$ cat config.mk
export PLATFORM = sky130hd
export DESIGN_NAME = cse_ram
export DESIGN_NICKNAME = d
export VERILOG_FILES = /design/src/rtl/cse_ram.sv
export SDC_FILE = /design/constraint.sdc
export NUM_CORES = 2
export LEC_CHECK = 0
export BUFFER_PORTS_ARGS = -buffer_cell sky130_fd_sc_hd__buf_2
export CELL_PAD_IN_SITES_DETAIL_PLACEMENT = 0
export CELL_PAD_IN_SITES_GLOBAL_PLACEMENT = 1
export CORE_MARGIN = 1.5
export CORE_UTILIZATION = 55
export CTS_CLUSTER_SIZE = 28
export DETAILED_ROUTE_END_ITERATION = 8
export HOLD_SLACK_MARGIN = 0.06
export PLACE_DENSITY_LB_ADDON = 0.25
export SYNTH_ARGS = -nofsm -noshare
export SYNTH_HDL_FRONTEND = slang
export SYNTH_SLANG_ARGS = --single-unit
$ cat constraint.sdc
create_clock -name clk -period 6.25 [get_ports clk]
set_clock_uncertainty 0.05 [all_clocks]
set_input_delay 1.25 -clock clk [delete_from_list [all_inputs] [get_ports clk]]
set_output_delay 1.25 -clock clk [all_outputs]
set_load 0.01 [all_outputs]
$ cat src/rtl/cse_ram.sv
// Generic single-port-write, single-port-read RAM with registered read data.
`default_nettype none

module cse_ram #(
    parameter int unsigned WIDTH = 32,
    parameter int unsigned DEPTH = 64,
    localparam int AW = $clog2(DEPTH)
) (
    input  wire logic             clk,
    input  wire logic             we,
    input  wire logic [AW-1:0]    waddr,
    input  wire logic [WIDTH-1:0] wdata,
    input  wire logic [AW-1:0]    raddr,
    output logic      [WIDTH-1:0] rdata
);

    logic [WIDTH-1:0] mem_reg [DEPTH];
    logic [WIDTH-1:0] rdata_reg;

    always_ff @(posedge clk)
    begin
        if (we)
        begin
            mem_reg[waddr] <= wdata;
        end
        rdata_reg <= mem_reg[raddr];
    end

    assign rdata = rdata_reg;

endmodule

`default_nettype wire

==> impl.org <==
** Worst setup path
- Reg-to-reg setup timing slack :: 3.93 ns
- FF-to-FF path depth :: 4
- Data on the critical path is required at its endpoint by 6.87 ns.
- Arrival time of the worst setup path :: 4.42 ns
- Worst r2r src :: mem_reg[15][18]
- In this run the critical register-to-register path is captured at rdata[18].
- The critical path is of the input port to flip-flop type.
- Category of the worst setup path capture point :: flip-flop
- Startpoint Class :: input port
- In this run the worst path has a maximum fanout of 71.

** STA
- Total negative slack :: 0 ns
- Achievable Freq :: 263 MHz
- For the pin with the worst max-slew slack, the measured transition is 1.29 ns.
- Of the available clock period, the critical path in the final layout requires 60.8%.
- Across all hold checks on the routed design, the worst slack comes to 0.717 ns.
- Across all setup checks in the final design, the least slack found is 2.45 ns.
- The worst path needs 3.80 ns of the cycle, external delays included.
- Final hold viol count :: 0
- Finish-stage setup viols :: 0
- The count of final max-slew check failures was 0.
- Setup repair after global routing left no endpoint under its margin.
- The worst pin sits at a relative slew slack of 14.1%.

** Floorplanning
- Once the floorplan was initialized, standard cells occupied 55.5% of the core.
- The floorplan step defined a die boundary enclosing 0.145 mm².
- In this run the standard cell core region covers 0.142 mm².
- During I/O placement, the number of pins put on the boundary was 78.
- The die is 381 µm tall.
- The die is 381 µm wide.
- Std cell rows :: 138

** Yosys
- Portion of synthesized cell area occupied by the leading cell type :: 78.3%
- In this run, synthesis inferred 2,048 flip-flops with an integrated enable.
- Distinct cell type count of the synthesized netlist :: 34
- Leading post-synthesis cells by cell area :: sky130_fd_sc_hd__edfxtp_1, sky130_fd_sc_hd__mux4_2, sky130_fd_sc_hd__mux2i_1, sky130_fd_sc_hd__dfxtp_1, sky130_fd_sc_hd__o22ai_1
- After technology mapping, the gate count stands at 3,324.
- Share of synthesized area occupied by flip-flops and latches :: 79.1%
- Summed instance area of the synthesized netlist :: 0.0785 mm²
- Yosys printed 0 warnings.
- Async S/R FF share, synth :: 0%
- After synthesis, the mean cell area works out to 23.6 µm².
- Among all flip-flop cells after synthesis, the most frequent one is sky130_fd_sc_hd__edfxtp_1.
- After synthesis the netlist holds a flip-flop and latch count of 2,080.
- Summed over all instances, the cell type with the most area after synthesis is sky130_fd_sc_hd__edfxtp_1.
- When the netlist entered floorplanning its net count stood at 3,370.

** Drt
- After detailed routing, no signal wire sits above met5.
- After detailed routing, the wire length on met1 is 75,700 µm.
- After detailed routing, the total wire length is 192,000 µm.
- The first routing iteration left 4,896 violations.
- Routed wire per std cell :: 34.4 µm
- In this run the remaining antenna-violating nets after routing total 0.
- Routed wl met3 :: 18,900 µm
- Initial DRT Pass Iterations :: 5
- Vias/cell :: 6.59
- Residual DRC :: 0
- Total number of vias :: 36,892
- Wire segments on met2 add up to 92,500 µm in the final route.

** Clock tree
- Number of gates resized after cts :: 0
- Number of buffers on the longest clock path :: 3
- Clock network latency to the later pin of the worst-skew pair :: 0.83 ns
- In this run the post-CTS setup repair buffer count came out at 0.
- Clock tree from TritonCTS :: done
- The tree is rooted in a sky130_fd_sc_hd__clkbuf_16.
- Number of buffers inserted by hold repair at cts :: 0
- The clock tree synthesis step divided the H-tree into 4 levels.
- Number of buffers inserted during clock tree synthesis :: 202
- Number of sinks handled by clock tree synthesis :: 2,080
- Clock slew seen by the registers of the worst setup and hold paths :: 0.06 ns

** Status
- The run finished with clean final reports.

** Global route
- Total overflow reported by the global router :: 0
- The first global-routing pass estimated 274,000 µm of wire.
- The initial antenna violation count came to 15.
- Global routing consumed, over all layers together, 26.9% of the routing resources.
- The via count of the first global-routing pass came to 37,702.
- Pin count of the biggest net entering global routing :: 85

** Run
- Across the run, the number of max-cap violations was 0.

** Cells and area
- Layout cells sized above 1 :: 29.4%
- Post-layout net count :: 3,579
- Most frequent standard cell in the layout excluding fill and tap cells :: sky130_fd_sc_hd__edfxtp_1
- Summing all non-filler instances in the final layout gives an area of 0.0884 mm².
- Relative to the synthesized area, the layout overhead comes to 12.6%.
- In the layout the commonest cells are sky130_fd_sc_hd__edfxtp_1, sky130_fd_sc_hd__mux4_2, sky130_fd_sc_hd__clkbuf_16, sky130_fd_sc_hd__buf_4, sky130_fd_sc_hd__mux2i_1.
- For this run, the share of the core covered by cells in the final layout is 62.5%.
- Number of flip-flops under the largest register name :: 2,048

** Power
- VDD IR max :: 0.255 mV
- Leak Pwr :: 27.5 nW
- PwrDens :: 326 mW/mm²

** Place
- Placed Area :: 0.0819 mm²
- The wire-length estimate of the detail-placed layout is 108,000 µm.
- In this run the tool buffered the top-level ports with 77 buffer cells.
- The congestion estimate from routability-driven global placement came to 0.803.
- OpenSTA, run right after detailed placement, puts the worst setup slack at 1.59 ns.

** Hold path
- Counting instances, the worst hold path has a depth of 4.
- Worst Hold End :: rdata[17]
- Worst hold path startpoint :: mem_reg[12][17]
- Worst hold path class :: flip-flop to flip-flop
## area by class of cell
class	instances	area, µm²
flip-flops and latches	2080	62100
fillers	9393	53100
multi-input cells	1062	16000
clock buffers	255	5460
well taps	1890	2360
repair buffers	187	1390
clock inverters	117	1100
diodes	4	10.0
## power by group
| group | switching (mW) | internal [mW] | total (mW) |
|---|---|---|---|
| combinational | 0.836 | 0.503 | 1.34 |
| sequential | 0.0731 | 15.5 | 15.5 |
| clock | 5.02 | 6.98 | 12.0 |
| total | 5.93 | 22.9 | 28.9 |
## worst max-delay path, cell delays in order
cell and delay (ns):
sky130_fd_sc_hd__buf_8 0.64, sky130_fd_sc_hd__buf_12 0.52, sky130_fd_sc_hd__mux4_2 0.57, sky130_fd_sc_hd__mux4_2 0.49, sky130_fd_sc_hd__o22ai_1 0.70, sky130_fd_sc_hd__nor2_1 0.10
## worst max path at each step
stage / start / to / slack (ns) / cells after the start
6_report: raddr[0] / rdata[18] / 2.45 / 6
5_1_grt: raddr[0] / rdata[2] / 2.32 / 6
4_1_cts: raddr[0] / rdata[2] / 2.47 / 6
3_5_place_dp: raddr[0] / rdata[3] / 1.59 / 6
3_3_place_gp: raddr[0] / rdata[3] / 1.59 / 6
2_1_floorplan: waddr[3] / mem_reg[48][0] / 1.79 / 4
## cell usage after synthesis (21+ instances only)
| master | number |
|---|---|
| sky130_fd_sc_hd__edfxtp_1 | 2048 |
| sky130_fd_sc_hd__mux4_2 | 544 |
| sky130_fd_sc_hd__nor2_1 | 137 |
| sky130_fd_sc_hd__mux2i_1 | 93 |
| sky130_fd_sc_hd__o22ai_1 | 84 |
| sky130_fd_sc_hd__clkbuf_1 | 74 |
| sky130_fd_sc_hd__a21oi_1 | 62 |
| sky130_fd_sc_hd__buf_2 | 57 |
| sky130_fd_sc_hd__dfxtp_1 | 32 |
| sky130_fd_sc_hd__o221ai_1 | 27 |
| sky130_fd_sc_hd__nand2_1 | 26 |
| sky130_fd_sc_hd__buf_4 | 25 |
| sky130_fd_sc_hd__buf_1 | 21 |
## cells by family (layout without fill, tap and decap cells)
logic type / Yosys count / after routing / share of synthesized area (%)
DFF: 2080 / 2080 / 79.1
muxes: 637 / 637 / 16.8
and+or+nand+nor: 223 / 223 / 1.27
AOI/OAI and AO/OA: 202 / 202 / 1.67
buffers and inverters: 182 / 559 / 1.13
other: 0 / 4 / 0
## per-stage QoR
step	total power, mW	cells
floorplan	16.5	3324
global placement	17.1	5219
detailed placement	17.2	5219
CTS	29.0	5591
global route	29.6	5592
finish	28.9	5595
## layer usage
layer,vias up,track usage [%]
met5,-,0
met4,14,7.78
met3,293,6.34
met2,1957,42.2
met1,19918,38.5
li1,14710,-
(Power assumes the default switching activity.)
