**config.mk**
```make
export PLATFORM = sky130hd
export DESIGN_NAME = cse_eval
export DESIGN_NICKNAME = d
export VERILOG_FILES = /design/src/rtl/cse_pkg.sv /design/src/rtl/cse_eval.sv
export SDC_FILE = /design/constraint.sdc
export NUM_CORES = 2
export LEC_CHECK = 0
export BUFFER_PORTS_ARGS = -buffer_cell sky130_fd_sc_hd__buf_2
export CORE_UTILIZATION = 35
export CTS_CLUSTER_SIZE = 16
export DETAILED_ROUTE_END_ITERATION = 7
export GPL_ROUTABILITY_DRIVEN = 1
export GPL_TIMING_DRIVEN = 0
export SLEW_MARGIN = 20
export SYNTH_ARGS = -nofsm -noshare
export SYNTH_HDL_FRONTEND = slang
export SYNTH_SLANG_ARGS = --single-unit
```
**constraint.sdc**
```tcl
create_clock -name clk -period 18 [get_ports clk]
set_input_delay 0 -clock clk [delete_from_list [all_inputs] [get_ports clk]]
set_output_delay 0 -clock clk [all_outputs]
set_load 0.005 [all_outputs]
```
**src/rtl/cse_pkg.sv**
```systemverilog
// Shared widths, codes, types and saturation helper for the Chebyshev series engine.
`default_nettype none

package cse_pkg;

    localparam int MODE_W  = 2;
    localparam int IDX_W   = 6;
    localparam int COEF_W  = 32;
    localparam int POINT_W = 18;
    localparam int T_W     = 18;
    localparam int ACC_W   = 40;
    localparam int TC_W    = 7;
    localparam int WIDE_W  = 64;

    localparam logic [MODE_W-1:0] MODE_LOAD       = 2'd0;
    localparam logic [MODE_W-1:0] MODE_DIFF       = 2'd1;
    localparam logic [MODE_W-1:0] MODE_EVAL       = 2'd2;
    localparam logic [MODE_W-1:0] MODE_EVAL_DERIV = 2'd3;

    localparam logic signed [WIDE_W-1:0] ACC_MAX = 64'sd549755813887;
    localparam logic signed [WIDE_W-1:0] ACC_MIN = -64'sd549755813888;

    // T0 in Q2.16.
    localparam logic signed [T_W-1:0] T_ONE = 18'sd65536;

    typedef struct packed {
        logic signed [ACC_W-1:0] value;
        logic                    clip;
    } acc_sat_t;

    typedef struct packed {
        logic done;
        logic clip;
    } cse_status_t;

    typedef enum logic [1:0] {
        ST_IDLE,
        ST_EVAL,
        ST_DIFF,
        ST_HOLD
    } top_state_t;

    typedef enum logic [2:0] {
        EV_IDLE,
        EV_FETCH,
        EV_MUL,
        EV_ACC,
        EV_DONE
    } eval_state_t;

    function automatic acc_sat_t acc_saturate(input logic signed [WIDE_W-1:0] v);
        acc_sat_t r;
        if (v > ACC_MAX)
        begin
            r.value = ACC_MAX[ACC_W-1:0];
            r.clip  = 1'b1;
        end
        else if (v < ACC_MIN)
        begin
            r.value = ACC_MIN[ACC_W-1:0];
            r.clip  = 1'b1;
        end
        else
        begin
            r.value = v[ACC_W-1:0];
            r.clip  = 1'b0;
        end
        return r;
    endfunction

endpackage

`default_nettype wire

```
**src/rtl/cse_eval.sv**
```systemverilog
// Series evaluator: walks the table with the three-term recurrence, a multiply state and an accumulate state per term.
`default_nettype none

module cse_eval #(
    parameter int unsigned MAX_TERMS = 64,
    localparam int AW = $clog2(MAX_TERMS),
    localparam int CW = AW + 1
) (
    input  wire logic                             clk,
    input  wire logic                             rst_n,
    input  wire logic                             start,
    input  wire logic signed [cse_pkg::POINT_W-1:0] point,
    input  wire logic [CW-1:0]                    n,
    input  wire logic signed [cse_pkg::ACC_W-1:0] rdata,
    output logic [AW-1:0]                         raddr,
    output cse_pkg::cse_status_t                  status,
    output logic signed [cse_pkg::ACC_W-1:0]      value
);
    import cse_pkg::*;

    eval_state_t state_reg, state_next;

    logic [CW-1:0]            k_reg;
    logic [CW-1:0]            n_reg;
    logic                     clip_reg;
    logic signed [POINT_W-1:0] x_reg;
    logic signed [T_W-1:0]    cur_reg;
    logic signed [T_W-1:0]    prev_reg;
    logic signed [35:0]       txp_reg;
    logic signed [38:0]       mlo_reg;
    logic signed [37:0]       mhi_reg;
    logic signed [ACC_W-1:0]  acc_reg;

    logic [CW-1:0]            k_inc;
    logic                     last;
    logic signed [35:0]       txp_next;
    logic signed [38:0]       mlo_next;
    logic signed [37:0]       mhi_next;
    logic signed [57:0]       prod;
    logic signed [57:0]       prod_rnd;
    acc_sat_t                 acc_sat;
    logic signed [35:0]       t_rnd;
    logic signed [21:0]       t_diff;
    logic signed [T_W-1:0]    t_next;
    logic                     t_clip;

    assign k_inc = k_reg + CW'(1);
    assign last  = (k_inc == n_reg);

    // The coefficient is split so each product stays a narrow multiplier.
    assign mlo_next = cur_reg * $signed({1'b0, rdata[19:0]});
    assign mhi_next = cur_reg * $signed(rdata[39:20]);
    assign txp_next = x_reg * cur_reg;

    assign prod     = (58'(mhi_reg) <<< 20) + 58'(mlo_reg);
    assign prod_rnd = prod + 58'sd32768;
    assign acc_sat  = acc_saturate(64'(acc_reg) + 64'($signed(prod_rnd[57:16])));

    // Rounding 2*x*T at bit 16 is the same as rounding x*T at bit 15.
    assign t_rnd  = txp_reg + 36'sd16384;
    assign t_diff = 22'($signed(t_rnd[35:15])) - 22'(prev_reg);

    always_comb
    begin
        if (t_diff > 22'sd131071)
        begin
            t_next = 18'sd131071;
            t_clip = 1'b1;
        end
        else if (t_diff < -22'sd131072)
        begin
            t_next = -18'sd131072;
            t_clip = 1'b1;
        end
        else
        begin
            t_next = t_diff[T_W-1:0];
            t_clip = 1'b0;
        end
    end

    always_comb
    begin
        state_next = state_reg;
        case (state_reg)
            EV_IDLE:
            begin
                if (start)
                begin
                    state_next = (n == '0) ? EV_DONE : EV_FETCH;
                end
            end
            EV_FETCH: state_next = EV_MUL;
            EV_MUL:   state_next = EV_ACC;
            EV_ACC:   state_next = last ? EV_DONE : EV_MUL;
            EV_DONE:  state_next = EV_IDLE;
            default:  state_next = EV_IDLE;
        endcase
    end

    always_comb
    begin
        case (state_reg)
            EV_ACC:  raddr = AW'(k_inc);
            default: raddr = AW'(k_reg);
        endcase
        status.done = (state_reg == EV_DONE);
        status.clip = clip_reg;
        value       = acc_reg;
    end

    always_ff @(posedge clk or negedge rst_n)
    begin
        if (!rst_n)
        begin
            state_reg <= EV_IDLE;
            k_reg     <= '0;
            clip_reg  <= 1'b0;
        end
        else
        begin
            state_reg <= state_next;
            if (state_reg == EV_IDLE && start)
            begin
                k_reg    <= '0;
                clip_reg <= 1'b0;
            end
            else if (state_reg == EV_ACC)
            begin
                k_reg    <= k_inc;
                // A polynomial value past the last term is never used, so it cannot clip.
                clip_reg <= clip_reg | acc_sat.clip | (t_clip & ~last);
            end
        end
    end

    always_ff @(posedge clk)
    begin
        if (state_reg == EV_IDLE && start)
        begin
            x_reg    <= point;
            n_reg    <= n;
            cur_reg  <= T_ONE;
            // With T(-1) = x the recurrence yields T1 = x.
            prev_reg <= point;
            acc_reg  <= '0;
        end
        else if (state_reg == EV_MUL)
        begin
            mlo_reg <= mlo_next;
            mhi_reg <= mhi_next;
            txp_reg <= txp_next;
        end
        else if (state_reg == EV_ACC)
        begin
            acc_reg  <= acc_sat.value;
            prev_reg <= cur_reg;
            cur_reg  <= t_next;
        end
    end

endmodule

`default_nettype wire

```
==> impl_metrics.json <==
{
  "rows": 135,
  "synth.distinct_cells": 82,
  "final_cell_mix": "inv_1 (1,034), fa_1 (978), nand2_1 (792)",
  "initial_utilization": 0.3541,
  "die_x_um": 372.7,
  "r2r_start": "cur_reg[3]",
  "seq_area_um2": 5251,
  "dieHeight_um": 372.7,
  "overflow": 0,
  "layout.nets": 6880,
  "nFillCells": 13840,
  "seq_area_frac_synth": 0.1092,
  "synth_edf_count": 127,
  "syn_area_per_cell_um2": 9.147,
  "cts_setup_buffers": 0,
  "wl_met3_mm": 13.67,
  "whs_endpoint": "mhi_reg[1]",
  "htreeDepth": 4,
  "clock_tree.root_cell": "clkbuf_16",
  "synthCells": 5257,
  "cts_buffers": 17,
  "maxSlewHeadroom": 0.1302,
  "finalMaxSlewViolations": 0,
  "clkLatencyLatePin_ns": 0.52,
  "setup.worst_path.class": "reg2reg",
  "cts_resized": 0,
  "wl_met2_mm": 67.26,
  "cp_num_buf_inv": 5,
  "r2r_end": "mlo_reg[36]",
  "grt_pass1_wl_mm": 234.3,
  "syn_area_um2": 48090,
  "vias_per_cell": 5.068,
  "maxClockFrequency_mhz": 106.8,
  "gp_congestion": 0.9795,
  "wl_met1_mm": 64.88,
  "crit_path_start_kind": "register",
  "period_share": 0.5202,
  "hold_viol_final": 0,
  "fin_skew_ns": 0.01676,
  "path_max_fanout": 10,
  "highest_layer": "met5",
  "hold_path_class": "in2reg",
  "syn-num-nets": 6728,
  "drc": 0,
  "outcome": "finished clean",
  "portBuffers": 92,
  "worst_path_max_delay_cell": "xnor2_1",
  "synth-seq-cells": 196,
  "layout_min_cycle_time_ns": 9.364,
  "syn2layout_area_growth_pct": 7.921,
  "setup_violations": 0,
  "ys_warn_count": 0,
  "dieArea_um2": 138900,
  "cts.path.max_buffers": 2,
  "drt_iter0_markers": 3097,
  "crit_top_cell": "fa_1",
  "cts.sinks": 196,
  "worstHoldStart": "rdata[21]",
  "totalWireLength_mm": 153.0,
  "grt_antenna_before_repair": 16,
  "crit_start": "cur_reg[3]",
  "firstDrtPassIters": 6,
  "synthArstFlopShare": 0.05612,
  "synthTopCellsByArea": "fa_1 (41%), ha_1 (11%), inv_1 (8.1%), edfxtp_1 (7.9%), nand2_1 (6.2%)",
  "fp.coreArea_um2": 135800,
  "cp_slowest_stage_delay_ns": 0.73,
  "r2r_setup_slack_ns": 8.64,
  "final_common_cell": "inv_1",
  "grt_use_total": 0.2253,
  "num_vias": 36560,
  "rr_worst_depth": 24,
  "cp.arrival_ns": 9.55,
  "layout-drive-gt1-share": 0.03799,
  "tightest_slew_ns": 1.305,
  "ios": 116,
  "cts_tree": "built",
  "setup-tns-final_ns": 0,
  "netlist.area_leader.share": 0.4072,
  "grt_pass1_vias": 37970,
  "multiInputGateArea_um2": 37960,
  "worst_setup_path_end_kind": "register",
  "yosys.area.top_type": "fa_1",
  "rsz0062_at_grt": "no",
  "ant_nets": 0,
  "clkTransAtPathRegs_ns": 0.09,
  "crit_chain": "clkbuf_1 -> clkbuf_1 -> nand2_1 -> fa_1 -> inv_1 -> fa_1 -> inv_1 -> fa_1 -> fa_1 -> fa_1 -> inv_1 -> fa_1 -> ha_1 -> o21a_1 -> o21a_1 -> o21ai_0 -> a21oi_1 -> nor2b_1 -> o2111a_1 -> o21ai_0 -> nor4_1 -> or4_1 -> nand2_1 -> xnor2_1",
  "hold_depth": 3,
  "hpwl_mm": 126.2,
  "cpLargestDelayFamily": "adder cells",
  "maxCapViolCount": 0,
  "cp_data_required_time_ns": 18.18,
  "synth-main-ff-cell": "edfxtp_1",
  "grt_max_degree": 25,
  "largest_reg_flops": 40,
  "holdBufCountCts": 29,
  "wl_per_cell_um": 21.21
}
## Yosys cell counts (8+ instances only)
cell,instances
and2_1,365
ha_1,425
a31oi_1,19
nor2b_1,30
o21ai_1,10
fa_1,978
o21a_1,22
xnor2_1,152
nor2_1,128
nand3_1,42
a21o_1,77
dfxtp_1,58
xor2_1,62
nand2b_1,69
o21ai_0,141
or3_1,9
nor4_1,8
and3_1,23
or2_2,8
nand2_1,792
inv_1,1034
a21oi_2,11
a21oi_1,193
o21bai_1,29
buf_2,8
nor3_1,27
nand4_1,24
clkbuf_1,246
dfrtp_1,11
edfxtp_1,127
a211oi_1,19
## layer usage
layer	track usage	vias to the layer above
met5	0	-
met4	0.09956	8
met3	0.04834	265
met2	0.3467	1392
met1	0.3040	18480
li1	-	16410
## worst max-delay path by stage
stage / endpoint / slack [ns] / cells past startpoint
after global placement: mlo_reg[15] / 7.93 / 1
after detailed placement: mlo_reg[38] / 8.58 / 24
final: mlo_reg[36] / 8.64 / 24
after CTS: mlo_reg[38] / 8.52 / 24
after floorplan: mhi_reg[0] / 10.77 / 1
after global routing: mlo_reg[36] / 8.49 / 24
## tightest hold or removal path: stages
cell and delay (ns):
buf_2 0.21, and2_1 0.16, ha_1 0.13
## area by class of cell
class                      count  share of cell area
antenna                       11           0.0005304
tap                         1781             0.04294
timing repair buffer         133             0.01668
sequential                   196              0.1012
clock inverter                15            0.004292
clock buffer                  17            0.008198
inverter                    1035             0.07486
buffer                       258             0.01975
multi-input combinational   3768              0.7316
## logic make-up after synthesis
logic type / count (synthesis) / share of synthesized area
AND/OR/NAND/NOR: 1545 / 0.1521
flip-flops: 196 / 0.1092
AO/OA/AOI/OAI: 604 / 0.07980
XOR/XNOR: 215 / 0.03932
buffers and inverters: 1293 / 0.1017
multiplexers: 1 / 0.0002082
adder cells (fa/ha/maj): 1403 / 0.5177
## stage by stage
stage / hold WS, ns / worst slack [ns] / util / area (um^2) / std cells
final: 0.08243 / 8.636 / 0.3821 / 51890 / 7214
after detailed placement: -0.1069 / 8.575 / 0.3750 / 50920 / 7142
after global placement: -0.1128 / 7.927 / 0.3739 / 50770 / 7130
after global routing: 0.06248 / 8.486 / 0.3820 / 51870 / 7206
after CTS: 0.03515 / 8.519 / 0.3819 / 51860 / 7203
after floorplan: -0.2956 / 10.77 / - / 48090 / 5257
Power is not shown: default switching activity piles up to over one toggle a cycle in this logic, so the estimate is an artifact.
