--- src/rtl/cse_pkg.sv ---
// Shared widths, codes, types and saturation helper for the Chebyshev series engine.
`default_nettype none

package cse_pkg;

    localparam int MODE_W  = 2;
    localparam int IDX_W   = 6;
    localparam int COEF_W  = 32;
    localparam int POINT_W = 18;
    localparam int T_W     = 18;
    localparam int ACC_W   = 40;
    localparam int TC_W    = 7;
    localparam int WIDE_W  = 64;

    localparam logic [MODE_W-1:0] MODE_LOAD       = 2'd0;
    localparam logic [MODE_W-1:0] MODE_DIFF       = 2'd1;
    localparam logic [MODE_W-1:0] MODE_EVAL       = 2'd2;
    localparam logic [MODE_W-1:0] MODE_EVAL_DERIV = 2'd3;

    localparam logic signed [WIDE_W-1:0] ACC_MAX = 64'sd549755813887;
    localparam logic signed [WIDE_W-1:0] ACC_MIN = -64'sd549755813888;

    // T0 in Q2.16.
    localparam logic signed [T_W-1:0] T_ONE = 18'sd65536;

    typedef struct packed {
        logic signed [ACC_W-1:0] value;
        logic                    clip;
    } acc_sat_t;

    typedef struct packed {
        logic done;
        logic clip;
    } cse_status_t;

    typedef enum logic [1:0] {
        ST_IDLE,
        ST_EVAL,
        ST_DIFF,
        ST_HOLD
    } top_state_t;

    typedef enum logic [2:0] {
        EV_IDLE,
        EV_FETCH,
        EV_MUL,
        EV_ACC,
        EV_DONE
    } eval_state_t;

    function automatic acc_sat_t acc_saturate(input logic signed [WIDE_W-1:0] v);
        acc_sat_t r;
        if (v > ACC_MAX)
        begin
            r.value = ACC_MAX[ACC_W-1:0];
            r.clip  = 1'b1;
        end
        else if (v < ACC_MIN)
        begin
            r.value = ACC_MIN[ACC_W-1:0];
            r.clip  = 1'b1;
        end
        else
        begin
            r.value = v[ACC_W-1:0];
            r.clip  = 1'b0;
        end
        return r;
    endfunction

endpackage

`default_nettype wire

--- src/rtl/cse_diff.sv ---
// Derivative builder: backward recurrence over the coefficients, one term per cycle.
`default_nettype none

module cse_diff #(
    parameter int unsigned MAX_TERMS = 64,
    localparam int AW = $clog2(MAX_TERMS),
    localparam int CW = AW + 1,
    localparam int PW = cse_pkg::COEF_W + CW + 2
) (
    input  wire logic                              clk,
    input  wire logic                              rst_n,
    input  wire logic                              start,
    input  wire logic [CW-1:0]                     n,
    input  wire logic signed [cse_pkg::COEF_W-1:0] rdata,
    output logic [AW-1:0]                          raddr,
    output logic                                   we,
    output logic [AW-1:0]                          waddr,
    output logic [cse_pkg::ACC_W-1:0]              wdata,
    output cse_pkg::cse_status_t                   status,
    output logic [CW-1:0]                          dlen,
    output logic                                   dzero
);
    import cse_pkg::*;

    logic                    issue_reg;
    logic [CW-1:0]           k_reg;
    logic                    s1_valid_reg;
    logic [CW-1:0]           s1_k_reg;
    logic                    s2_valid_reg;
    logic [CW-1:0]           s2_k_reg;
    logic                    done_reg;
    logic                    clip_reg;
    logic [CW-1:0]           dlen_reg;
    logic                    dzero_reg;
    logic signed [PW-1:0]    prod_reg;
    logic signed [ACC_W-1:0] d1_reg;
    logic signed [ACC_W-1:0] d2_reg;

    logic [CW-1:0]           k_inc;
    logic [CW-1:0]           s1_kp1;
    logic signed [CW+1:0]    factor;
    logic signed [PW-1:0]    prod_next;
    acc_sat_t                sum_sat;
    logic signed [ACC_W:0]   half;

    assign k_inc     = k_reg + CW'(1);
    assign s1_kp1    = s1_k_reg + CW'(1);
    assign factor    = $signed({1'b0, s1_kp1, 1'b0});
    assign prod_next = rdata * factor;

    // Terms beyond the top of the series read as zero through the cleared d1/d2 pair.
    assign sum_sat = acc_saturate(64'(d2_reg) + 64'(prod_reg));
    assign half    = 41'($signed(sum_sat.value)) + 41'sd1;

    assign raddr  = AW'(k_inc);
    assign we     = s2_valid_reg;
    assign waddr  = AW'(s2_k_reg);
    assign wdata  = (s2_k_reg == '0) ? half[ACC_W:1] : sum_sat.value;

    assign status.done = done_reg;
    assign status.clip = clip_reg;
    assign dlen        = dlen_reg;
    assign dzero       = dzero_reg;

    always_ff @(posedge clk or negedge rst_n)
    begin
        if (!rst_n)
        begin
            issue_reg    <= 1'b0;
            k_reg        <= '0;
            s1_valid_reg <= 1'b0;
            s1_k_reg     <= '0;
            s2_valid_reg <= 1'b0;
            s2_k_reg     <= '0;
            done_reg     <= 1'b0;
            clip_reg     <= 1'b0;
            dlen_reg     <= CW'(1);
            dzero_reg    <= 1'b1;
        end
        else
        begin
            done_reg     <= 1'b0;
            s1_valid_reg <= issue_reg;
            s1_k_reg     <= k_reg;
            s2_valid_reg <= s1_valid_reg;
            s2_k_reg     <= s1_k_reg;

            if (start)
            begin
                clip_reg <= 1'b0;
                if (n < CW'(2))
                begin
                    dlen_reg  <= CW'(1);
                    dzero_reg <= 1'b1;
                    done_reg  <= 1'b1;
                end
                else
                begin
                    dlen_reg  <= n - CW'(1);
                    dzero_reg <= 1'b0;
                    issue_reg <= 1'b1;
                    k_reg     <= n - CW'(2);
                end
            end
            else if (issue_reg)
            begin
                if (k_reg == '0)
                begin
                    issue_reg <= 1'b0;
                end
                else
                begin
                    k_reg <= k_reg - CW'(1);
                end
            end

            if (s2_valid_reg)
            begin
                clip_reg <= clip_reg | sum_sat.clip;
                if (s2_k_reg == '0)
                begin
                    done_reg <= 1'b1;
                end
            end
        end
    end

    always_ff @(posedge clk)
    begin
        if (start)
        begin
            d1_reg <= '0;
            d2_reg <= '0;
        end
        else if (s2_valid_reg)
        begin
            d2_reg <= d1_reg;
            d1_reg <= sum_sat.value;
        end
        if (s1_valid_reg)
        begin
            prod_reg <= prod_next;
        end
    end

endmodule

`default_nettype wire

--- config.mk ---
export PLATFORM = sky130hd
export DESIGN_NAME = cse_diff
export DESIGN_NICKNAME = d
export VERILOG_FILES = /design/src/rtl/cse_pkg.sv /design/src/rtl/cse_diff.sv
export SDC_FILE = /design/constraint.sdc
export NUM_CORES = 1
export LEC_CHECK = 0
export BUFFER_PORTS_ARGS = -buffer_cell sky130_fd_sc_hd__buf_2
export CAP_MARGIN = 0
export CORE_UTILIZATION = 55
export DETAILED_ROUTE_END_ITERATION = 6
export PLACE_DENSITY = 0.73
export SYNTH_ARGS = -nofsm -noshare
export SYNTH_HDL_FRONTEND = slang
export SYNTH_SLANG_ARGS = --single-unit
--- constraint.sdc ---
create_clock -name clk -period 14.3 [get_ports clk]
set_input_delay 0.715 -clock clk [delete_from_list [all_inputs] [get_ports clk]]
set_output_delay 0.715 -clock clk [all_outputs]
set_load 0.01 [all_outputs]
==> metrics.md, run 1 <==
| Metric | Value |
|---|---|
| Worst Path Max Fanout | 26 |
| Post-synth EDFFs | 40 |
| Fin. Hold Viols | 0 |
| Slew headroom | 28.0% |
| Post-synth top cells | 301 x inv_1, 167 x fa_1, 166 x nor2_1, 136 x a21oi_1, 134 x nor2b_1 |
| Clock Latency Late Sink | 0.44 ns |
| Register area share after synthesis | 19.7% |
| Worst slew pin tran | 1.08 ns |
| RSZ-0062 raised after global routing | no |
| Vias in the first global route | 15000 |
| Min-Delay Path Class | input port to async pin |
| Synth Area per Inst | 8.42 um2 |
| Predominant post-synthesis flop cell | dfxtp_1 |
| Post-layout util | 60.9% |
| Residual DRC | 0 |
| Hpwl dp | 36200 um |
| First-pass GRT wire length | 76700 um |
| Slew Limit Fails | 0 |
| Final WL | 46500 um |
| Hold WS | 0.340 ns |
| Initial antenna violation count | 0 |
| Highest Clock Rate | 133 MHz |
| Remaining global-route overflow | 0 |
| Most frequent CP cell | nand2_1 |
| Clk root buf | clkbuf_16 |
| Die Area | 0.0346 mm2 |
| Post-cts sizing count | 0 |
| Syn-to-layout area delta | 7.54% |
| Slowest CP cell | or3_1 |
| Max Cap Violations | 0 |
| Post-synth top area share | 18.0% |
| DIE HEIGHT | 186 um |
| Avg WL per Cell | 17.2 um |
| Top Ports | 105 |
| DRT iter0 DRCs | 1403 |
| Synth top area cells | fa_1 18%, ha_1 8.7%, dfxtp_1 8.6%, edfxtp_1 6.5%, inv_1 6.1% |
| Top-count cell post-synth | inv_1 |
| Placement Cell Area | 0.0194 mm2 |
| Initial Utilization | 56.6% |
| Port bufs | 104 |
| Core footprint | 0.0329 mm2 |
| Sink Count | 154 |
| Worst Setup End Kind | output port |
| Nets | 2586 |
| Vias per cell | 5.80 |
| Critical Path Start Type | flip-flop |
| Crit path required time | 13.59 ns |
| # hold bufs at CTS | 0 |
| Outcome | completed |
| Setup Crit Path Kind | flip-flop to output port |
| Crit path time final | 7.53 ns |
| Setup TNS | 0 ns |
| Yosys reg bits | 154 |
| Mapped Area | 0.0186 mm2 |
| Router iterations before antenna repair | 7 |
| Cells after synthesis | 2209 |
| Synth warn | 0 |
| Crit-path cells | ha_1 > and4_1 > o2111ai_1 > o211ai_1 > o21ai_1 > a21oi_1 > o211ai_1 > buf_4 > or3_1 > nand2_1 > buf_4 > nand2_1 > nand2_1 > ha_1 > and3_1 > nand4_1 > nor4_1 > nand3_1 > nor4_1 > nand3_1 > and2_1 > or4_1 > o221ai_1 > buf_2 |
| WP data arrival | 6.82 ns |
| Layout cells sized above 1 | 8.71% |
| CTS tree | built |
| GRT Overall Usage | 27.8% |
| Period utilization | 52.7% |
| Pin count of the biggest net entering global routing | 103 |
| H-tree levels | 4 |
| Final non-filler cell area | 0.0200 mm2 |
| Horiz. Die Dim | 186 um |
| Detailed-route via count | 15700 |
| DRT antenna net count | 0 |
| Crit path largest cell delay | 0.49 ns |
| # fillers | 2952 |
| Clk_skew | 0.0105 ns |
| Synth unique cells | 92 |
| Count of final setup violators | 0 |
| Syn_nets | 2547 |
| ANT cells | 0 |
| CTS clk-pin slew, worst paths | 0.06 ns |
| Setup Fix Bufs, Post-CTS | 0 |
| GP Congestion | 0.991 |
| Max clock buf depth | 2 |
| CTS buffer count | 17 |
| Num rows | 66 |
| Leading area contributor after synthesis | fa_1 |
| Async set or reset register ratio after synthesis | 22.1% |
==> per-layer routing <==
layer | wire length (um) | GRT usage, % | vias up
li1 | - | - | 7545
met1 | 22600 | 41.4 | 7494
met2 | 20200 | 43.1 | 593
met3 | 3100 | 3.40 | 54
met4 | 559 | 5.61 | 0
met5 | 0 | 0 | -
==> critical path: cells and delay by family, from the launching register on <==
family / cells / cell delay, ns
compound gates: 6 / 1.48
fa+ha+maj: 2 / 0.74
flops: 1 / 0.37
simple gates: 13 / 3.05
buf+inv: 3 / 0.70
==> cells by family after synthesis <==
group | count (synthesis) | share of synthesized area (%)
AND/OR/NAND/NOR | 697 | 19.4
AO/OA/AOI/OAI | 502 | 18.0
buffers and inverters | 405 | 8.51
adder cells (fa/ha/maj) | 296 | 26.6
flip-flops | 154 | 19.7
XOR/XNOR | 88 | 4.14
multiplexers | 67 | 3.65
==> final cells by class <==
cell class	instances	area, um2	area share (%)
clock inverters	12	98.8	0.494
multi-input cells	1650	13400	67.0
repair buffers	124	673	3.36
clock buffers	20	483	2.41
flip-flops and latches	154	3660	18.3
well taps	442	553	2.76
inverters	301	1130	5.65
==> path summary, 6_finish.rpt <==
path	endpoint	slack, ns	from	cells after the start
worst max-delay path	wdata[37]	6.77	prod_reg[10]	24
worst min-delay path	dlen[5]	0.34	rst_n	1
worst max register to register	prod_reg[39]	7.34	s1_k_reg[0]	24
worst min register to register	s1_valid_reg	0.41	issue_reg	0
max in group asynchronous	we	13.39	rst_n	1
min in group clk	s1_valid_reg	0.41	issue_reg	0
==> cell usage in the layout, fill, tap and decap left out, drive strengths merged, types with 38 or more instances in the layout <==
cell / n
a21o: 50
mux2i: 64
xnor2: 56
nor2: 166
inv: 309
buf: 124
nand3: 48
nand2: 125
and2: 50
ha: 129
a21oi: 137
fa: 167
nor2b: 134
a211oi: 38
dfxtp: 80
o21ai: 103
edfxtp: 40
nand2b: 45
==> through the flow <==
step | worst slack, ns | instances
4_1_cts | 6.90 | 2703
6_report | 6.77 | 2703
2_1_floorplan | 8.24 | 2209
3_5_place_dp | 7.36 | 2671
3_3_place_gp | 7.52 | 2671
5_1_grt | 6.34 | 2703
Power of run 1 is not shown: default switching activity piles up to over one toggle a cycle in this logic, so the estimate is an artifact.
==> inputs of run 2 (changes only) <==
Settings changed: ABC_AREA set to 1.
Clock period 14.3 ns to 7.9 ns, I/O delays scaled along.
==> run 2 against run 1 <==
Area after synthesis shrank 0.43%. Sequential share of layout area about the same. Die area fell by 0.42%. Cell area about the same. Utilization is essentially flat. Worst hold slack lost 0.33 ns. Routed wire length grew 1.9%. Register-to-register slack lost 6.2 ns. Sequential cell count is the same. Clock skew grew 0.0018 ns. Largest cell class unchanged. Highest routed layer unchanged.
==> metrics.md, run 2 <==
| Metric | Value |
|---|---|
| Outcome | completed |
| Predominant post-synthesis flop cell | dfxtp_1 |
| # fillers | 3191 (+8.1%) |
| Leading area contributor after synthesis | fa_1 |
| Reg2reg end | prod_reg[37] |
| R2R depth | 22 (-8.3%) |
| Most common cell after layout, fill and taps aside | nand2_1 |
| CTS clk-pin slew, worst paths | 0.06 ns (about the same) |
| Post-synth top cells | 580 x nand2_1, 486 x inv_1, 433 x nor2_1, 167 x fa_1, 129 x ha_1 |
| Setup slack, reg-to-reg | 1.16 ns (-6.18 ns) |
| Final worst slack | 1.16 ns (-5.61 ns) |
| First-pass GRT wire length | 77600 um (+1.1%) |
| Top Ports | 105 (unchanged) |
| Clock Latency Late Sink | 0.44 ns (about the same) |
| Synth top area cells | fa_1 18%, nand2_1 12%, inv_1 9.8%, nor2_1 8.8%, ha_1 8.7% |
| Port bufs | 104 (unchanged) |
| ANT cells | 0 (unchanged) |
| Slew headroom | 38.7% (+11 points) |
| Yosys reg bits | 154 (unchanged) |
| Initial Utilization | 56.4% (-0.24 points) |
| Post-cts sizing count | 0 (unchanged) |
| Multi-input gate area | 0.0127 mm2 (-5.5%) |
| Worst slew pin tran | 0.914 ns (-0.166 ns) |
| Post-layout util | 60.8% (about the same) |
| Syn_nets | 2971 (+17%) |
| Vias in the first global route | 15900 (+6.0%) |
| Worst Path Max Fanout | 11 (-58%) |
| DRT iter0 DRCs | 1108 (-21%) |
| # hold bufs at CTS | 0 (unchanged) |
| Placement Cell Area | 0.0194 mm2 (-0.29%) |
| Layout cells sized above 1 | 9.08% (+0.37 points) |
| Syn-to-layout area delta | 7.92% |
| Crit path time final | 6.74 ns |
| Synth unique cells | 60 (-35%) |
| Top-count cell post-synth | nand2_1 |
| Final WL | 47400 um (+1.9%) |
| Clk_skew | 0.0124 ns (+0.00183 ns) |
| Setup Fix Bufs, Post-CTS | 0 (unchanged) |
| Final non-filler cell area | 0.0200 mm2 (about the same) |
| Vias per cell | 5.19 (-11%) |
| Slew Limit Fails | 0 (unchanged) |
| Hpwl dp | 38800 um (+7.3%) |
| Remaining global-route overflow | 0 (unchanged) |
| Die Area | 0.0344 mm2 (-0.42%) |
| Count of final setup violators | 0 (unchanged) |
| Register area share after synthesis | 19.7% (+0.085 points) |
| WP data arrival | 6.92 ns (+0.10 ns) |
| Period utilization | 85.3% |
| Nets | 3033 (+17%) |
| Clk root buf | clkbuf_16 |
| Worst r2r src | s1_k_reg[0] |
| Crit-path cells | ha_1 > xor2_1 > inv_1 > nor2_1 > fa_1 > inv_1 > fa_1 > fa_1 > fa_1 > inv_1 > ha_1 > nand2_1 > o21ai_0 > nand2_1 > o211ai_1 > o21bai_1 > nand2_1 > o21ai_0 > a31oi_1 > o21ai_0 > a31oi_1 > xor2_1 |
| Area occupied by registers | 0.00366 mm2 (about the same) |
| Cells after synthesis | 2633 (+19%) |
| Mapped Area | 0.0185 mm2 (-0.43%) |
| GRT Overall Usage | 28.5% (+0.71 points) |
| Synth Area per Inst | 7.04 um2 (-16%) |
| Critical Path Start Type | flip-flop |
| Crit path largest cell delay | 0.63 ns (+0.14 ns) |
| Crit path required time | 8.08 ns (-5.51 ns) |
| Async set or reset register ratio after synthesis | 22.1% (unchanged) |
| DRT antenna net count | 0 (unchanged) |
| Post-synth top area share | 18.0% (+0.078 points) |
| Highest-count cells in the layout ignoring fill and taps | 580 x nand2_1, 485 x inv_1, 433 x nor2_1, 167 x fa_1, 129 x ha_1 |
| Router iterations before antenna repair | 5 (-2) |
| Horiz. Die Dim | 186 um (-0.21%) |
| Pin count of the biggest net entering global routing | 81 (-21%) |
| Min-Delay Path Class | input port to async pin |
| Worst Setup End Kind | flip-flop |
| Core footprint | 0.0329 mm2 (unchanged) |
| Setup Crit Path Kind | flip-flop to flip-flop |
| Residual DRC | 0 (unchanged) |
| Highest Clock Rate | 148 MHz |
| Setup TNS | 0 ns (unchanged) |
| DIE HEIGHT | 186 um (-0.21%) |
| Detailed-route via count | 16400 (+4.3%) |
| Initial antenna violation count | 0 (unchanged) |
| Max clock buf depth | 2 (unchanged) |
| Max Cap Violations | 0 (unchanged) |
| Setup WS pre-CTS | 1.08 ns (-6.29 ns) |
| Slowest CP cell | dfrtp_1 |
| H-tree levels | 4 (unchanged) |
| Post-synth EDFFs | 40 (unchanged) |
| Most frequent CP cell | fa_1 |
| Synth warn | 0 (unchanged) |
| CTS buffer count | 17 (unchanged) |
| Num rows | 66 (unchanged) |
| CTS tree | built |
| RSZ-0062 raised after global routing | no |
| Sink Count | 154 (unchanged) |
| Avg WL per Cell | 15.0 um (-13%) |
| GP Congestion | 0.987 (-0.34%) |
| Fin. Hold Viols | 0 (unchanged) |
run 2: layout make-up:
| type | instances | area share [%] |
|---|---|---|
| clock buffers | 21 | 2.46 |
| multi-input cells | 1907 | 63.4 |
| inverters | 497 | 9.33 |
| repair buffers | 118 | 3.13 |
| well taps | 442 | 2.77 |
| flip-flops and latches | 154 | 18.3 |
| clock inverters | 11 | 0.657 |
run 2: worst max path at each step:
stage,from,to,slack [ns]
4_1_cts,s1_k_reg[0],prod_reg[37],1.03
2_1_floorplan,s1_k_reg[0],prod_reg[37],2.27
5_1_grt,s1_k_reg[0],prod_reg[37],0.70
3_3_place_gp,s1_k_reg[0],prod_reg[37],1.19
3_5_place_dp,s1_k_reg[0],prod_reg[37],1.08
6_report,s1_k_reg[0],prod_reg[37],1.16
run 2: cells by family (layout without fill, tap and decap cells):
| family | after synthesis | in the layout | synth area share, % |
|---|---|---|---|
| AND/OR/NAND/NOR | 1208 | 1208 | 27.5 |
| adder cells (fa/ha/maj) | 296 | 296 | 26.8 |
| XOR/XNOR | 97 | 97 | 4.59 |
| AO/OA/AOI/OAI | 306 | 306 | 9.42 |
| buffers and inverters | 572 | 647 | 12.0 |
| flip-flops | 154 | 154 | 19.7 |
run 2: critical path: cells and delay by family (launching register included):
kind | cells | cell delay, ns
and+or+nand+nor | 4 | 0.50
DFF | 1 | 0.63
xor gates and xnor gates | 2 | 0.63
buffers and inverters | 3 | 0.49
adders and majority gates | 6 | 2.57
AOI/OAI and AO/OA | 7 | 1.65
run 2: routing by layer:
| layer | vias to the layer above | share of wire (%) | routed length (um) | global-route usage [%] |
|---|---|---|---|---|
| li1 | 8224 | - | - | - |
| met1 | 7648 | 48 | 22600 | 39.6 |
| met2 | 433 | 47 | 22100 | 47.8 |
| met3 | 52 | 4.0 | 1870 | 2.29 |
| met4 | 0 | 1.7 | 800 | 7.40 |
| met5 | - | 0 | 0 | 0 |
run 2: through the flow:
stage	hold WS [ns]	std cells
floorplan	0.0994	2633
global placement	0.363	3118
CTS	0.0400	3150
finish	0.0145	3150
detailed placement	0.374	3118
global route	0.0694	3150
Power of run 2 is left out for the same reason.
==> inputs of run 3 (changes only) <==
Settings changed: CELL_PAD_IN_SITES_DETAIL_PLACEMENT set to 1, CELL_PAD_IN_SITES_GLOBAL_PLACEMENT set to 1, CORE_UTILIZATION 55 to 47, PLACE_DENSITY 0.73 to unset, PLACE_DENSITY_LB_ADDON set to 0.1.
==> run 3 against run 2 <==
Sequential share of layout area down 0.075 points. Cell area up 0.41%. First-iteration DRC count down 20%. Routed wire length up 20%. Setup slack worse by 0.085 ns. Sequential cell count unchanged. Clock-buffer cell count up 4. Critical endpoint unchanged. Utilization down 9.0 points.
==> metrics.md, run 3 (synthesis gave the netlist of run 2 again) <==
| Metric | Value |
|---|---|
| Outcome | completed |
| DRT antenna net count | 0 (unchanged) |
| Vias per cell | 5.20 (+0.15%) |
| Port bufs | 104 (unchanged) |
| Worst Path Max Fanout | 15 (+4) |
| Final WL | 56700 um (+20%) |
| Clk_skew | 0.0113 ns (-0.00110 ns) |
| Crit path max-delay family | adder cells |
| Top Ports | 105 (unchanged) |
| Clock Latency Late Sink | 0.46 ns (+0.02 ns) |
| Worst slew pin tran | 0.861 ns (-0.0531 ns) |
| Worst Setup End Kind | flip-flop |
| Die Area | 0.0402 mm2 (+17%) |
| Max Cap Violations | 0 (unchanged) |
| GP Congestion | 0.904 (-8.5%) |
| CTS tree | built |
| Count of final setup violators | 0 (unchanged) |
| GRT busiest layer | met2 |
| Sink Count | 154 (unchanged) |
| Placement Cell Area | 0.0195 mm2 (+0.57%) |
| Syn-to-layout area delta | 8.37% |
| Fin. Hold Viols | 0 (unchanged) |
| Residual DRC | 0 (unchanged) |
| Setup TNS | 0 ns (unchanged) |
| DIE HEIGHT | 201 um (+8.1%) |
| Core footprint | 0.0387 mm2 (+18%) |
| Final worst slack | 1.07 ns (-0.0848 ns) |
| ANT cells | 0 (unchanged) |
| Setup WS pre-CTS | 1.10 ns (+0.0197 ns) |
| Crit path buf inv count | 3 (unchanged) |
| Initial antenna violation count | 0 (unchanged) |
| Hpwl dp | 47400 um (+22%) |
| CTS buffer count | 17 (unchanged) |
| Highest-count cells in the layout ignoring fill and taps | 580 x nand2_1, 485 x inv_1, 433 x nor2_1, 167 x fa_1, 129 x ha_1 |
| RSZ-0062 raised after global routing | no |
| Clk root buf | clkbuf_16 |
| Crit path time final | 6.83 ns (+0.0848 ns) |
| Setup Fix Bufs, Post-CTS | 0 (unchanged) |
| CTS clk-pin slew, worst paths | 0.07 ns (about the same) |
| Vias in the first global route | 18200 (+14%) |
| Remaining global-route overflow | 0 (unchanged) |
| Crit path required time | 8.10 ns (+0.02 ns) |
| Post-cts sizing count | 0 (unchanged) |
| First-pass GRT wire length | 93800 um (+21%) |
| Router iterations before antenna repair | 5 (unchanged) |
| Setup Crit Path Kind | flip-flop to flip-flop |
| Num rows | 72 (+9.1%) |
| Crit-path cells | ha_1 > xor2_1 > inv_1 > nor2_1 > fa_1 > inv_1 > fa_1 > fa_1 > fa_1 > inv_1 > ha_1 > nand2_1 > o21ai_0 > nand2_1 > o211ai_1 > o21bai_1 > nand2_1 > o21ai_0 > a31oi_1 > o21ai_0 > a31oi_1 > xor2_1 |
| DRT iter0 DRCs | 890 (-20%) |
| Met2 Usage GRT | 52.2% (+4.4 points) |
| WP data arrival | 7.02 ns (+0.10 ns) |
| Met3 Usage GRT | 2.53% (+0.24 points) |
| Dpl cells | 3196 (+2.5%) |
| Period utilization | 86.4% (+1.1 points) |
| Layout cells sized above 1 | 9.00% (-0.081 points) |
| Initial Utilization | 47.8% (-8.5 points) |
| Nets | 3035 (+0.066%) |
| Horiz. Die Dim | 201 um (+8.1%) |
| Critical Path Start Type | flip-flop |
| Avg WL per Cell | 17.6 um (+17%) |
| Most frequent CP cell | fa_1 |
| Min-Delay Path Class | input port to async pin |
| Most common cell after layout, fill and taps aside | nand2_1 |
| Slew Limit Fails | 0 (unchanged) |
| Detailed-route via count | 16800 (+2.6%) |
| Pin count of the biggest net entering global routing | 79 (-2.5%) |
| H-tree levels | 4 (unchanged) |
| GRT Overall Usage | 29.1% (+0.62 points) |
| Max clock buf depth | 2 (unchanged) |
| # hold bufs at CTS | 0 (unchanged) |
| Crit path largest cell delay | 0.60 ns (-0.03 ns) |
| Final non-filler cell area | 0.0201 mm2 (+0.41%) |
| Met1 Use GR | 37.4% (-2.2 points) |
| Slew headroom | 42.5% (+3.8 points) |
| Highest Clock Rate | 147 MHz (-1.2%) |
| Non-filler instance count after layout | 3228 (+2.5%) |
| Slowest CP cell | dfrtp_1 |
## run 3: worst paths after layout
kind / startpoint / endpoint / slack (ns) / cells past startpoint
setup / recovery: s1_k_reg[0] / prod_reg[37] / 1.07 / 22
hold / removal: rst_n / dlen[2] / 0.03 / 1
setup reg to reg: s1_k_reg[0] / prod_reg[37] / 1.07 / 22
hold reg to reg: s1_k_reg[5] / s2_k_reg[5] / 0.39 / 0
max in group asynchronous: rst_n / we / 7.30 / 1
min in group clk: n[2] / dlen[2] / 0.27 / 3
## run 3: cell type report
cell class,instances,area [um2]
Timing Repair Buffer,120,641
Tap cell,518,648
Sequential cell,154,3660
Clock inverter,7,88.8
Clock buffer,25,507
Fill cell,5153,18700
Multi-Input combinational cell,1907,12700
Inverter,497,1870
## run 3: metrics by stage
step / utilization [%] / hold WS, ns
final: 51.8 / 0.0267
after detailed placement: 50.3 / 0.367
after global placement: 50.3 / 0.367
after global routing: 51.8 / 0.0879
after floorplan: - / 0.0994
after CTS: 51.8 / 0.0314
## run 3: layer usage
layer	part of all wire, %	routed length (um)
met1	46	26000
met2	50	28300
met3	2.0	1150
met4	2.1	1180
met5	0	0
## run 3: worst reg2reg max path, delay by kind of cell (launching register included)
family	cells	cell delay [ns]
and+or+nand+nor	4	0.53
xor gates and xnor gates	2	0.57
AOI/OAI and AO/OA	7	1.75
DFF	1	0.60
buffers and inverters	3	0.51
adders and majority gates	6	2.61
Power of run 3 is left out for the same reason.
